===== src/hw/rtl/pressure_altitude_interpolator_unit_assert.svh =====
// assertion macros for the pressure altitude interpolator
// expects signals named clock and reset in the module that uses them
`ifndef PRESSURE_ALTITUDE_INTERPOLATOR_UNIT_ASSERT_SVH
`define PRESSURE_ALTITUDE_INTERPOLATOR_UNIT_ASSERT_SVH
`ifndef SYNTHESIS
// same-cycle implication
`define PAI_ASSERT_IMPLY(label, ante, cons) \
   label: assert property (@(posedge clock) disable iff (reset) (ante) |-> (cons)) \
      else $error("pai: implication check failed");
// next-cycle implication
`define PAI_ASSERT_NEXT(label, ante, cons) \
   label: assert property (@(posedge clock) disable iff (reset) (ante) |=> (cons)) \
      else $error("pai: next-cycle check failed");
`else
`define PAI_ASSERT_IMPLY(label, ante, cons)
`define PAI_ASSERT_NEXT(label, ante, cons)
`endif
`endif


===== src/hw/rtl/pai_pkg.sv =====
// shared widths, register map and breakpoint/coefficient tables
// for the pressure altitude interpolator; no dependencies
package pai_pkg;

   // field and datapath widths
   localparam int PA_W     = 17;
   localparam int ALT_W    = 16;
   localparam int ROM_SEGS = 32;
   localparam int SEG_W    = 5;
   localparam int DX_W     = PA_W + 1;
   localparam int DXM_W    = 14;
   localparam int SQ_W     = 2 * DXM_W;
   localparam int A_W      = 32;
   localparam int B_W      = 24;
   localparam int C_W      = 15;
   localparam int FRAC_A   = 40;
   localparam int FRAC_B   = 20;
   localparam int HEIGHT_W = 57;
   localparam int BDX_W    = HEIGHT_W - FRAC_B;
   localparam int DIFF_W   = HEIGHT_W + 1;
   localparam int Q_W      = DIFF_W - FRAC_A;
   localparam int STAGES   = 7;

   // configuration port
   localparam int CSR_ADDR_W = 3;
   localparam int CSR_DATA_W = 32;
   localparam logic CSR_IDX_SEA_LEVEL = 1'b0;
   localparam logic [PA_W-1:0] SEA_LEVEL_RESET = 17'd100310;

   // output limits
   localparam logic signed [ALT_W-1:0] ALT_MAX = 16'sh7FFF;
   localparam logic signed [ALT_W-1:0] ALT_MIN = 16'sh8000;

   typedef logic signed [HEIGHT_W-1:0] height_type;

   // breakpoint pressures, descending, pascals
   localparam logic [PA_W-1:0] BP_PA [0:ROM_SEGS] = '{
      17'd101325, 17'd95461, 17'd89875, 17'd84556, 17'd79495, 17'd70109,
      17'd61640,  17'd54020, 17'd47181, 17'd41061, 17'd35600, 17'd30742,
      17'd26436,  17'd22632, 17'd19330, 17'd16510, 17'd14102, 17'd12045,
      17'd10287,  17'd8787,  17'd7505,  17'd6410,  17'd5475,  17'd4678,
      17'd4000,   17'd3422,  17'd2930,  17'd2511,  17'd2153,  17'd1847,
      17'd1586,   17'd1363,  17'd1172
   };

   // breakpoint heights, whole metres
   localparam logic [C_W-1:0] BP_M [0:ROM_SEGS-1] = '{
      15'd0,     15'd500,   15'd1000,  15'd1500,  15'd2000,  15'd3000,
      15'd4000,  15'd5000,  15'd6000,  15'd7000,  15'd8000,  15'd9000,
      15'd10000, 15'd11000, 15'd12000, 15'd13000, 15'd14000, 15'd15000,
      15'd16000, 15'd17000, 15'd18000, 15'd19000, 15'd20000, 15'd21000,
      15'd22000, 15'd23000, 15'd24000, 15'd25000, 15'd26000, 15'd27000,
      15'd28000, 15'd29000
   };

   // quadratic coefficients, 2^-40 m/Pa^2
   localparam logic [A_W-1:0] QUAD_A [0:ROM_SEGS-1] = '{
      32'd386899,     32'd429101,     32'd478155,     32'd538556,
      32'd617114,     32'd813766,     32'd993870,     32'd1302042,
      32'd1631255,    32'd2141886,    32'd2736596,    32'd3650627,
      32'd4725874,    32'd7863536,    32'd10974756,   32'd14851025,
      32'd20492393,   32'd27735179,   32'd39210715,   32'd51349105,
      32'd73641352,   32'd97530243,   32'd141058788,  32'd191315364,
      32'd261001504,  32'd369210589,  32'd495707452,  32'd668791466,
      32'd923158103,  32'd1291289638, 32'd1707760500, 32'd2331043840
   };

   // linear coefficients, 2^-20 m/Pa
   localparam logic signed [B_W-1:0] LIN_B [0:ROM_SEGS-1] = '{
      -24'sd87244,   -24'sd91572,   -24'sd96143,   -24'sd100994,
      -24'sd106193,  -24'sd117241,  -24'sd130386,  -24'sd144831,
      -24'sd161815,  -24'sd180857,  -24'sd203167,  -24'sd228524,
      -24'sd258506,  -24'sd292795,  -24'sd342320,  -24'sd401351,
      -24'sd469560,  -24'sd549960,  -24'sd642959,  -24'sd755142,
      -24'sd880702,  -24'sd1034505, -24'sd1208438, -24'sd1422869,
      -24'sd1670275, -24'sd1958016, -24'sd2304489, -24'sd2700648,
      -24'sd3157319, -24'sd3696119, -24'sd4338966, -24'sd5065323
   };

endpackage


===== src/hw/rtl/pai_height.sv =====
// five-stage pipeline that turns one pressure into a height in 2^-40 m
// depends on pai_pkg for the tables and widths
module pai_height #(
   parameter int SEGMENTS      = 32,
   parameter int PRESSURE_BITS = 17
) (
   input  logic                   clock,
   input  logic [pai_pkg::PA_W-1:0] pressure,
   output pai_pkg::height_type    height,
   output logic                   below
);
   import pai_pkg::*;

   localparam int NSEG      = (SEGMENTS < ROM_SEGS) ? SEGMENTS : ROM_SEGS;
   localparam int MASK_BITS = (PRESSURE_BITS < PA_W) ? PRESSURE_BITS : PA_W;
   localparam logic [PA_W-1:0] PMASK = PA_W'((64'd1 << MASK_BITS) - 64'd1);

   // stage 1 signals
   logic [PA_W-1:0]  p_masked;
   logic [ROM_SEGS:0] ge;
   logic [SEG_W-1:0] seg_in, s1_seg_ff;
   logic [PA_W-1:0]  s1_p_ff;
   logic             s1_lin_ff, s1_below_ff;

   // stage 2 signals
   logic [PA_W-1:0]         bp_sel;
   logic [PA_W-1:0]         bp_gap;
   logic signed [DX_W-1:0]  dx_in, s2_dx_ff;
   logic [DXM_W-1:0]        dxm_in, s2_dxm_ff;
   logic signed [B_W-1:0]   b_in, s2_b_ff;
   logic [C_W-1:0]          c_in, s2_c_ff;
   logic [A_W-1:0]          s2_a_ff;
   logic                    s2_below_ff;

   // stage 3 signals
   logic [SQ_W-1:0]         sq_in, s3_sq_ff;
   logic signed [BDX_W-1:0] bdx_in, s3_bdx_ff;
   logic [A_W-1:0]          s3_a_ff;
   logic [C_W-1:0]          s3_c_ff;
   logic                    s3_below_ff;

   // stage 4 signals
   logic [A_W+SQ_W-1:0]     quad_prod;
   height_type              quad_in, s4_quad_ff;
   height_type              base_in, s4_base_ff;
   logic                    s4_below_ff;

   // stage 5 signals
   height_type              height_in, s5_height_ff;
   logic                    s5_below_ff;

   // segment search: breakpoints are descending, so ge is a thermometer code
   always_comb begin
      p_masked = pressure & PMASK;
      for (int i = 0; i <= ROM_SEGS; i++) begin
         ge[i] = (BP_PA[i] >= p_masked);
      end
      seg_in = '0;
      for (int i = 0; i < ROM_SEGS; i++) begin
         if (ge[i] && !ge[i+1]) begin
            seg_in = SEG_W'(i);
         end
      end
   end

   always_ff @(posedge clock) begin
      s1_p_ff     <= p_masked;
      s1_seg_ff   <= seg_in;
      s1_lin_ff   <= !ge[0];
      s1_below_ff <= ge[NSEG];
   end

   // coefficient fetch and offset from the upper breakpoint
   always_comb begin
      bp_sel = BP_PA[{1'b0, s1_seg_ff}];
      bp_gap = bp_sel - s1_p_ff;
      dx_in  = $signed({1'b0, s1_p_ff}) - $signed({1'b0, bp_sel});
      // quadratic term only inside the table
      dxm_in = (s1_lin_ff || s1_below_ff) ? '0 : bp_gap[DXM_W-1:0];
      b_in   = s1_below_ff ? '0 : LIN_B[s1_seg_ff];
      c_in   = s1_below_ff ? '0 : BP_M[s1_seg_ff];
   end

   always_ff @(posedge clock) begin
      s2_dx_ff    <= dx_in;
      s2_dxm_ff   <= dxm_in;
      s2_a_ff     <= QUAD_A[s1_seg_ff];
      s2_b_ff     <= b_in;
      s2_c_ff     <= c_in;
      s2_below_ff <= s1_below_ff;
   end

   // square of the offset and the linear product
   assign sq_in  = SQ_W'(s2_dxm_ff) * SQ_W'(s2_dxm_ff);
   assign bdx_in = s2_b_ff * s2_dx_ff;

   always_ff @(posedge clock) begin
      s3_sq_ff    <= sq_in;
      s3_bdx_ff   <= bdx_in;
      s3_a_ff     <= s2_a_ff;
      s3_c_ff     <= s2_c_ff;
      s3_below_ff <= s2_below_ff;
   end

   // quadratic product and the aligned linear plus constant part
   always_comb begin
      quad_prod = s3_a_ff * s3_sq_ff;
      quad_in   = $signed({1'b0, quad_prod[HEIGHT_W-2:0]});
      base_in   = $signed({s3_bdx_ff, {FRAC_B{1'b0}}})
                + $signed({{(HEIGHT_W-C_W-FRAC_A){1'b0}}, s3_c_ff, {FRAC_A{1'b0}}});
   end

   always_ff @(posedge clock) begin
      s4_quad_ff  <= quad_in;
      s4_base_ff  <= base_in;
      s4_below_ff <= s3_below_ff;
   end

   // final height
   assign height_in = s4_quad_ff + s4_base_ff;

   always_ff @(posedge clock) begin
      s5_height_ff <= height_in;
      s5_below_ff  <= s4_below_ff;
   end

   assign height = s5_height_ff;
   assign below  = s5_below_ff;

endmodule


===== config.mk =====
export PLATFORM = sky130hd
export DESIGN_NAME = pai_height
export DESIGN_NICKNAME = d
export VERILOG_FILES = /design/src/hw/rtl/pressure_altitude_interpolator_unit_assert.svh /design/src/hw/rtl/pai_pkg.sv /design/src/hw/rtl/pai_height.sv
export SDC_FILE = /design/constraint.sdc
export NUM_CORES = 2
export LEC_CHECK = 0
export BUFFER_PORTS_ARGS = -buffer_cell sky130_fd_sc_hd__buf_2
export CORE_AREA = 4 4 462 464
export DETAILED_ROUTE_END_ITERATION = 6
export DIE_AREA = 0 0 466 468
export GPL_TIMING_DRIVEN = 0
export SYNTH_ARGS = -nofsm -noshare
export SYNTH_HDL_FRONTEND = slang
export SYNTH_SLANG_ARGS = --single-unit
export TNS_END_PERCENT = 100

===== constraint.sdc =====
create_clock -name clock -period 10 [get_ports clock]
set_clock_uncertainty 0.2 [all_clocks]
set_input_delay 2 -clock clock [delete_from_list [all_inputs] [get_ports clock]]
set_output_delay 2 -clock clock [all_outputs]
set_load 0.03 [all_outputs]

# After elaboration in Yosys (flattened, before gate mapping)
# Memories as Yosys holds them, arrays and structs flattened. A register that Yosys moved wholly into a read port is not among the register bits.
# Index checks and enable logic that the tools add are counted.
# W data, S select, Z words.
[totals] register_bits=342 mem_bits_ro=3360 input_bits=18 output_inout_bits=58 elab_cells=168 memories=4
[op_classes] n_addsub=4 n_mul=3 n_lt_le_gt_ge=34 mux=32 bitwise=2 reduce_logical=68
[memory_table] name="(no name shown)" words=64 word_bits=17 read_ports=1 rd_clocked_by_memory_dff=0 wr=0 line_no="pai_height.sv:75" text="bp_sel = BP_PA[{1'b0, s1_seg_ff}];"
[memory_table] name="(no name shown)" words=32 word_bits=32 read_ports=1 rd_clocked_by_memory_dff=1 wr=0 line_no="pai_height.sv:87" text="s2_a_ff <= QUAD_A[s1_seg_ff];"
[memory_table] name="(no name shown)" words=32 word_bits=24 read_ports=1 rd_clocked_by_memory_dff=1 wr=0 line_no="pai_height.sv:80" text="b_in = s1_below_ff ? '0 : LIN_B[s1_seg_ff];"
[memory_table] name="(no name shown)" words=32 word_bits=15 read_ports=1 rd_clocked_by_memory_dff=1 wr=0 line_no="pai_height.sv:81" text="c_in = s1_below_ff ? '0 : BP_M[s1_seg_ff];"
[op_table] cell="$ge A17 B17 Y1 const A" n=6
[op_table] cell="$ge A12 B17 Y1 const A" n=5
[op_table] cell="$ge A15 B17 Y1 const A" n=5
[op_table] cell="$ge A16 B17 Y1 const A" n=5
[op_table] cell="$ge A11 B17 Y1 const A" n=4
[op_table] cell="$ge A13 B17 Y1 const A" n=4
[op_table] cell="$ge A14 B17 Y1 const A" n=4
[op_table] cell="$mux W5" n=13
[op_table] cell="$add A57 B56 Y57" n=1
[op_table] cell="$add A57 B57 Y57" n=1
[op_table] cell="$mul A32 B28 Y56" n=1
[op_table] cell="$mul A24 B18 Y37" n=1
[op_table] cell="$mux W17" n=2
[op_table] cell="$logic_not A1 Y1" n=32
[op_table] cell="$mux W4" n=8
[op_table] cell="$logic_and A1 B1 Y1" n=31
[op_table] cell="$mul A14 B14 Y28" n=1
[op_table] cell="$sub A17 B17 Y18" n=1
[op_table] cell="$reduce_or A16 Y1" n=1
[op_table] cell="$sub A14 B14 Y14" n=1
[op_table] cell="$mux W3" n=4
[op_table] cell="$reduce_or A8 Y1" n=1
[op_table] cell="$ge A7 B7 Y1 const B" n=1
[op_table] cell="$not A5 Y7" n=1
[op_table] cell="other kinds (6)" n=9

# Logic depth before layout (Yosys ltp)
[depth] word_depth=33 mapped_depth=27 mapped_depth_nobuf=24

# Worst setup path before layout
# No wires, ideal clock.
[synth_path] kind="register to register" start="register s3_a_ff[13]" end="register s4_quad_ff[54]" setup_time_ns=0.062 arrival_ns=6.682 required_ns=9.738 setup_slack_ns=3.056 path_stages_with_launch=26 path_buffers=2 period_less_slack_ns=6.944 path_cell_list="dfxtp_1 clkbuf_1 clkbuf_1 nand2_1 fa_1 inv_1 fa_1 inv_1 fa_1 inv_1 fa_1 inv_1 fa_1 fa_1 inv_1 fa_1 ha_1 and4_1 and3_1 nand3_1 nor3_1 nor2_1 o21ai_1 a2111oi_1 or4_1 nand3_1"
[synth_between] elab_chain_len=1
[synth_lines] element="from (decl)" line_no="pai_height.sv:38" text="logic [A_W-1:0] s3_a_ff;"
[synth_lines] element="from (signal assigned)" line_no="pai_height.sv:100" text="s3_a_ff <= s2_a_ff;"
[synth_lines] element="$mul A32 B28 Y56" line_no="pai_height.sv:107" text="quad_prod = s3_a_ff * s3_sq_ff;"
[synth_lines] element="via quad_prod[54]" line_no="pai_height.sv:43" text="logic [A_W+SQ_W-1:0] quad_prod;"
[synth_lines] element="to (signal assigned)" line_no="pai_height.sv:114" text="s4_quad_ff <= quad_in;"
[synth_lines] element="to (decl)" line_no="pai_height.sv:44" text="height_type quad_in, s4_quad_ff;"
# The timed path passes the listed nets, and every way through them passes these cells.
# A chain may end at the register's enable or synchronous reset.

# Worst setup path in the final report
[layout_path] start="register s3_a_ff[16]" end="register s4_quad_ff[54]"
# Same word-level chain as after synthesis.

==> results_dict.tcl <==
set metrics [dict create \
    cp_max_fo 10 \
    setup_violations 0 \
    die_x_um 466 \
    hold_violations 0 \
    ys_types 84 \
    finalCriticalPeriod_ps 9771 \
    postCtsHoldBufs 0 \
    ctsHtreeMaxLevel 2 \
    wirelength_um 226100 \
    max_freq_mhz 102.3 \
    crit_type "flop to flop" \
    ys_seq_elements 388 \
    synth-xor-area-share 0.02842 \
    synth_top_family_by_area "adder cells" \
    synthSimpleGateAreaFrac 0.1592 \
    hold_start "s2_a_ff[30]$_SDFF_PP0_" \
    pre_cts_ws_ps 203.8 \
    cp-start-kind "flop" \
    numCtsBuffers 43 \
    reg2reg_from "s3_a_ff[16]$_DFF_P_" \
    grt_max_degree 19 \
    areaGrowthSynthToFinish_pct 8.651 \
    first_pass_iters 6 \
    yosys_warnings 0 \
    cts_sinks 388 \
    clock_path_buffers 3 \
    min_to "s3_a_ff[30]$_DFF_P_" \
    coreArea_um2 209200 \
    synth_area_um2 62550 \
    grt_usage 0.2088 \
    rsz0062_at_grt "no" \
    endpoint_kind "flop" \
    fin_tns_setup_ps 0 \
    whs_path_depth 0 \
    worstSkewPairLatency_ps 620 \
    fin_nets 8906 \
    wl_per_cell_um 22.64 \
    vias_per_cell 4.959 \
    dieArea_um2 218100 \
    rows 168 \
    worstRegToRegCells 23 \
    grt_antenna_before_repair 17 \
    synth_seq_area_share 0.1242 \
    slew_headroom 0.09819 \
    dp_hpwl_um 186000 \
    synth_fa_ha_area_frac 0.4998 \
    fill_cells 21970 \
    routed-via-count 49520 \
    r2r_slack_ps 230 \
    final_max_slew_viol_count 0 \
    worstMarginPinSlew_ps 1353 \
    io_pins 76 \
    muxShareOfSynthArea 0.001160 \
    grt-ovfl-total 0 \
    drt-initial-drc-count 3909 \
    r2r_end "s4_quad_ff[54]$_DFF_P_" \
    io_buffers 75 \
    die_h_um 468 \
    grt_pass1_wl_um 340900 \
    ys.flop_type "dfxtp_1" \
    gp_congestion 0.9984 \
    clkTransAtPathRegs_ps 60 \
    synth_compound_area_frac 0.08303 \
    drv_cap 0 \
    crit_required_ps 10340 \
    cts_tree "yes" \
    hp-class "flop to flop" \
    root_buffer "clkbuf_16" \
    synthArstFlopShare 0 \
    final_layout_size_suffix_gt1_frac 0.02579 \
    postSynthAreaPerCell_um2 8.916 \
    yosysTopAreaCellShare 0.3994 \
    synthTopCellsByArea "fa_1, dfxtp_1, ha_1" \
    synth_top_area_cell "fa_1" \
    period_share 0.9771 \
    synthCells 7016 \
    critPathArrivalTime_ps 10110 \
    fin_ws_ps 228.6 \
    status "completed" \
    final_antenna_net_count 0 \
    drc 0 \
    grt_pass1_vias 53270 \
    start_util 0.2991 \
    synth_edf_count 0 \
]
-- cell type report --
type                    count  area (um^2)  share of cell area
diodes                      9        22.52           0.0003314
clock buffers              52         1161             0.01708
well taps                2805         3510             0.05164
multi-input cells        4895        48290              0.7105
plain buffers             387         1459             0.02147
repair buffers             76        382.9            0.005633
clock inverters            27        319.1            0.004694
inverters                1347         5056             0.07439
flip-flops and latches    388         7767              0.1143
-- per-layer routing --
layer  track usage  share of wire  wire length, um  vias up
met5             0        0.00012               26        -
met4        0.1264          0.073            16540        4
met3       0.03392          0.070            15730      563
met2        0.3428           0.46           104500     2077
met1        0.2580           0.40            89290    25210
li1              -              -                -    21670
-- worst max-delay path by stage --
stage	slack, ps	end	start	depth (start not counted)
after floorplan	3060	s4_quad_ff[54]$_DFF_P_	s3_a_ff[13]$_DFF_P_	25
after global placement	80	s4_quad_ff[50]$_DFF_P_	s3_a_ff[10]$_DFF_P_	23
after detailed placement	200	s4_quad_ff[50]$_DFF_P_	s3_a_ff[16]$_DFF_P_	23
after CTS	160	s4_quad_ff[54]$_DFF_P_	s3_a_ff[16]$_DFF_P_	23
after global routing	40	s4_quad_ff[54]$_DFF_P_	s3_a_ff[16]$_DFF_P_	23
final	230	s4_quad_ff[54]$_DFF_P_	s3_a_ff[16]$_DFF_P_	23
-- Yosys cell counts (15+ instances only) --
cell,n
nor3_1,58
clkbuf_1,362
o211ai_1,26
o21a_1,37
o21ai_0,155
nand3_1,71
o21bai_1,31
a31oi_1,39
or3_1,23
a211o_1,16
a21oi_1,232
nor2_1,227
o21ai_1,15
and3_1,30
or2_2,15
fa_1,1248
ha_1,502
inv_1,1345
nand2b_1,48
xor2_1,53
a21o_1,82
nor2b_1,33
and2_1,459
dfxtp_1,388
xnor2_1,150
nand2_1,1080
buf_1,20
a211oi_1,35
nand4_1,18
-- through the flow --
stage,utilization,cell area (um^2),hold slack (ps),cells
final,0.3250,67960,124.0,9986
after detailed placement,0.3177,66460,112.1,9898
after floorplan,-,62560,109.6,7017
after global routing,0.3249,67950,127.2,9979
after global placement,0.3177,66440,110.5,9897
after CTS,0.3248,67940,124.2,9977
-- what timing repair did --
| item | CTS | global route |
|---|---|---|
| buffers inserted | 0 | 0 |
| resized for setup | 0 | 1 |
| setup endpoints to repair | 0 | 2 |
-- cell usage in the layout, fill, tap and decap left out, types with 18 or more instances in the layout --
| cell type | n |
|---|---|
| xnor2_1 | 150 |
| and3_1 | 30 |
| xor2_1 | 53 |
| nor2b_1 | 33 |
| o211ai_1 | 26 |
| a31oi_1 | 39 |
| buf_1 | 20 |
| a21o_1 | 82 |
| o21a_1 | 37 |
| ha_1 | 502 |
| nand2_1 | 1080 |
| clkbuf_16 | 44 |
| inv_1 | 1345 |
| nand4_1 | 18 |
| fa_1 | 1248 |
| nand2b_1 | 48 |
| o21ai_0 | 155 |
| or3_1 | 23 |
| nor3_1 | 58 |
| nor2_1 | 227 |
| nand3_1 | 71 |
| clkbuf_1 | 367 |
| o21bai_1 | 31 |
| and2_1 | 459 |
| dfxtp_1 | 388 |
| a211oi_1 | 34 |
| a21oi_1 | 232 |
| buf_2 | 80 |
-- flip-flops by register name (all words and copies together), names as in the netlist --
register,cells
s2_a_ff,32
s1_below_ff,1
s3_below_ff,1
s2_dx_ff,18
s3_bdx_ff,37
s4_quad_ff,56
height,57
s2_below_ff,1
s4_base_ff,37
s4_below_ff,1
s3_sq_ff,27
s3_a_ff,32
s1_lin_ff,1
s2_c_ff,13
below,1
s2_b_ff,24
s1_seg_ff,5
s3_c_ff,13
s2_dxm_ff,14
s1_p_ff,17
-- critical path, stage by stage (launching register included) --
cell,delay (ps)
dfxtp_1,300
clkbuf_1,750
clkbuf_1,620
nand2_1,350
fa_1,630
inv_1,60
fa_1,530
fa_1,560
inv_1,60
fa_1,480
fa_1,550
inv_1,50
fa_1,520
fa_1,450
ha_1,600
and3_1,520
nor2b_1,300
nand3_1,120
nor3_1,390
nor2_1,190
o21ai_1,520
a2111oi_1,260
or4_1,590
nand3_1,100
-- cell families after synthesis --
family / count (synthesis)
and+or+nand+nor: 2126
adders and majority gates: 1750
buffers and inverters: 1734
AOI/OAI and AO/OA: 807
DFF: 388
xor gates and xnor gates: 203
muxes: 7
other: 1
Power is left out: the tool's default activity adds up to more than one toggle a clock period on the data nets, which glitch-free logic cannot reach.
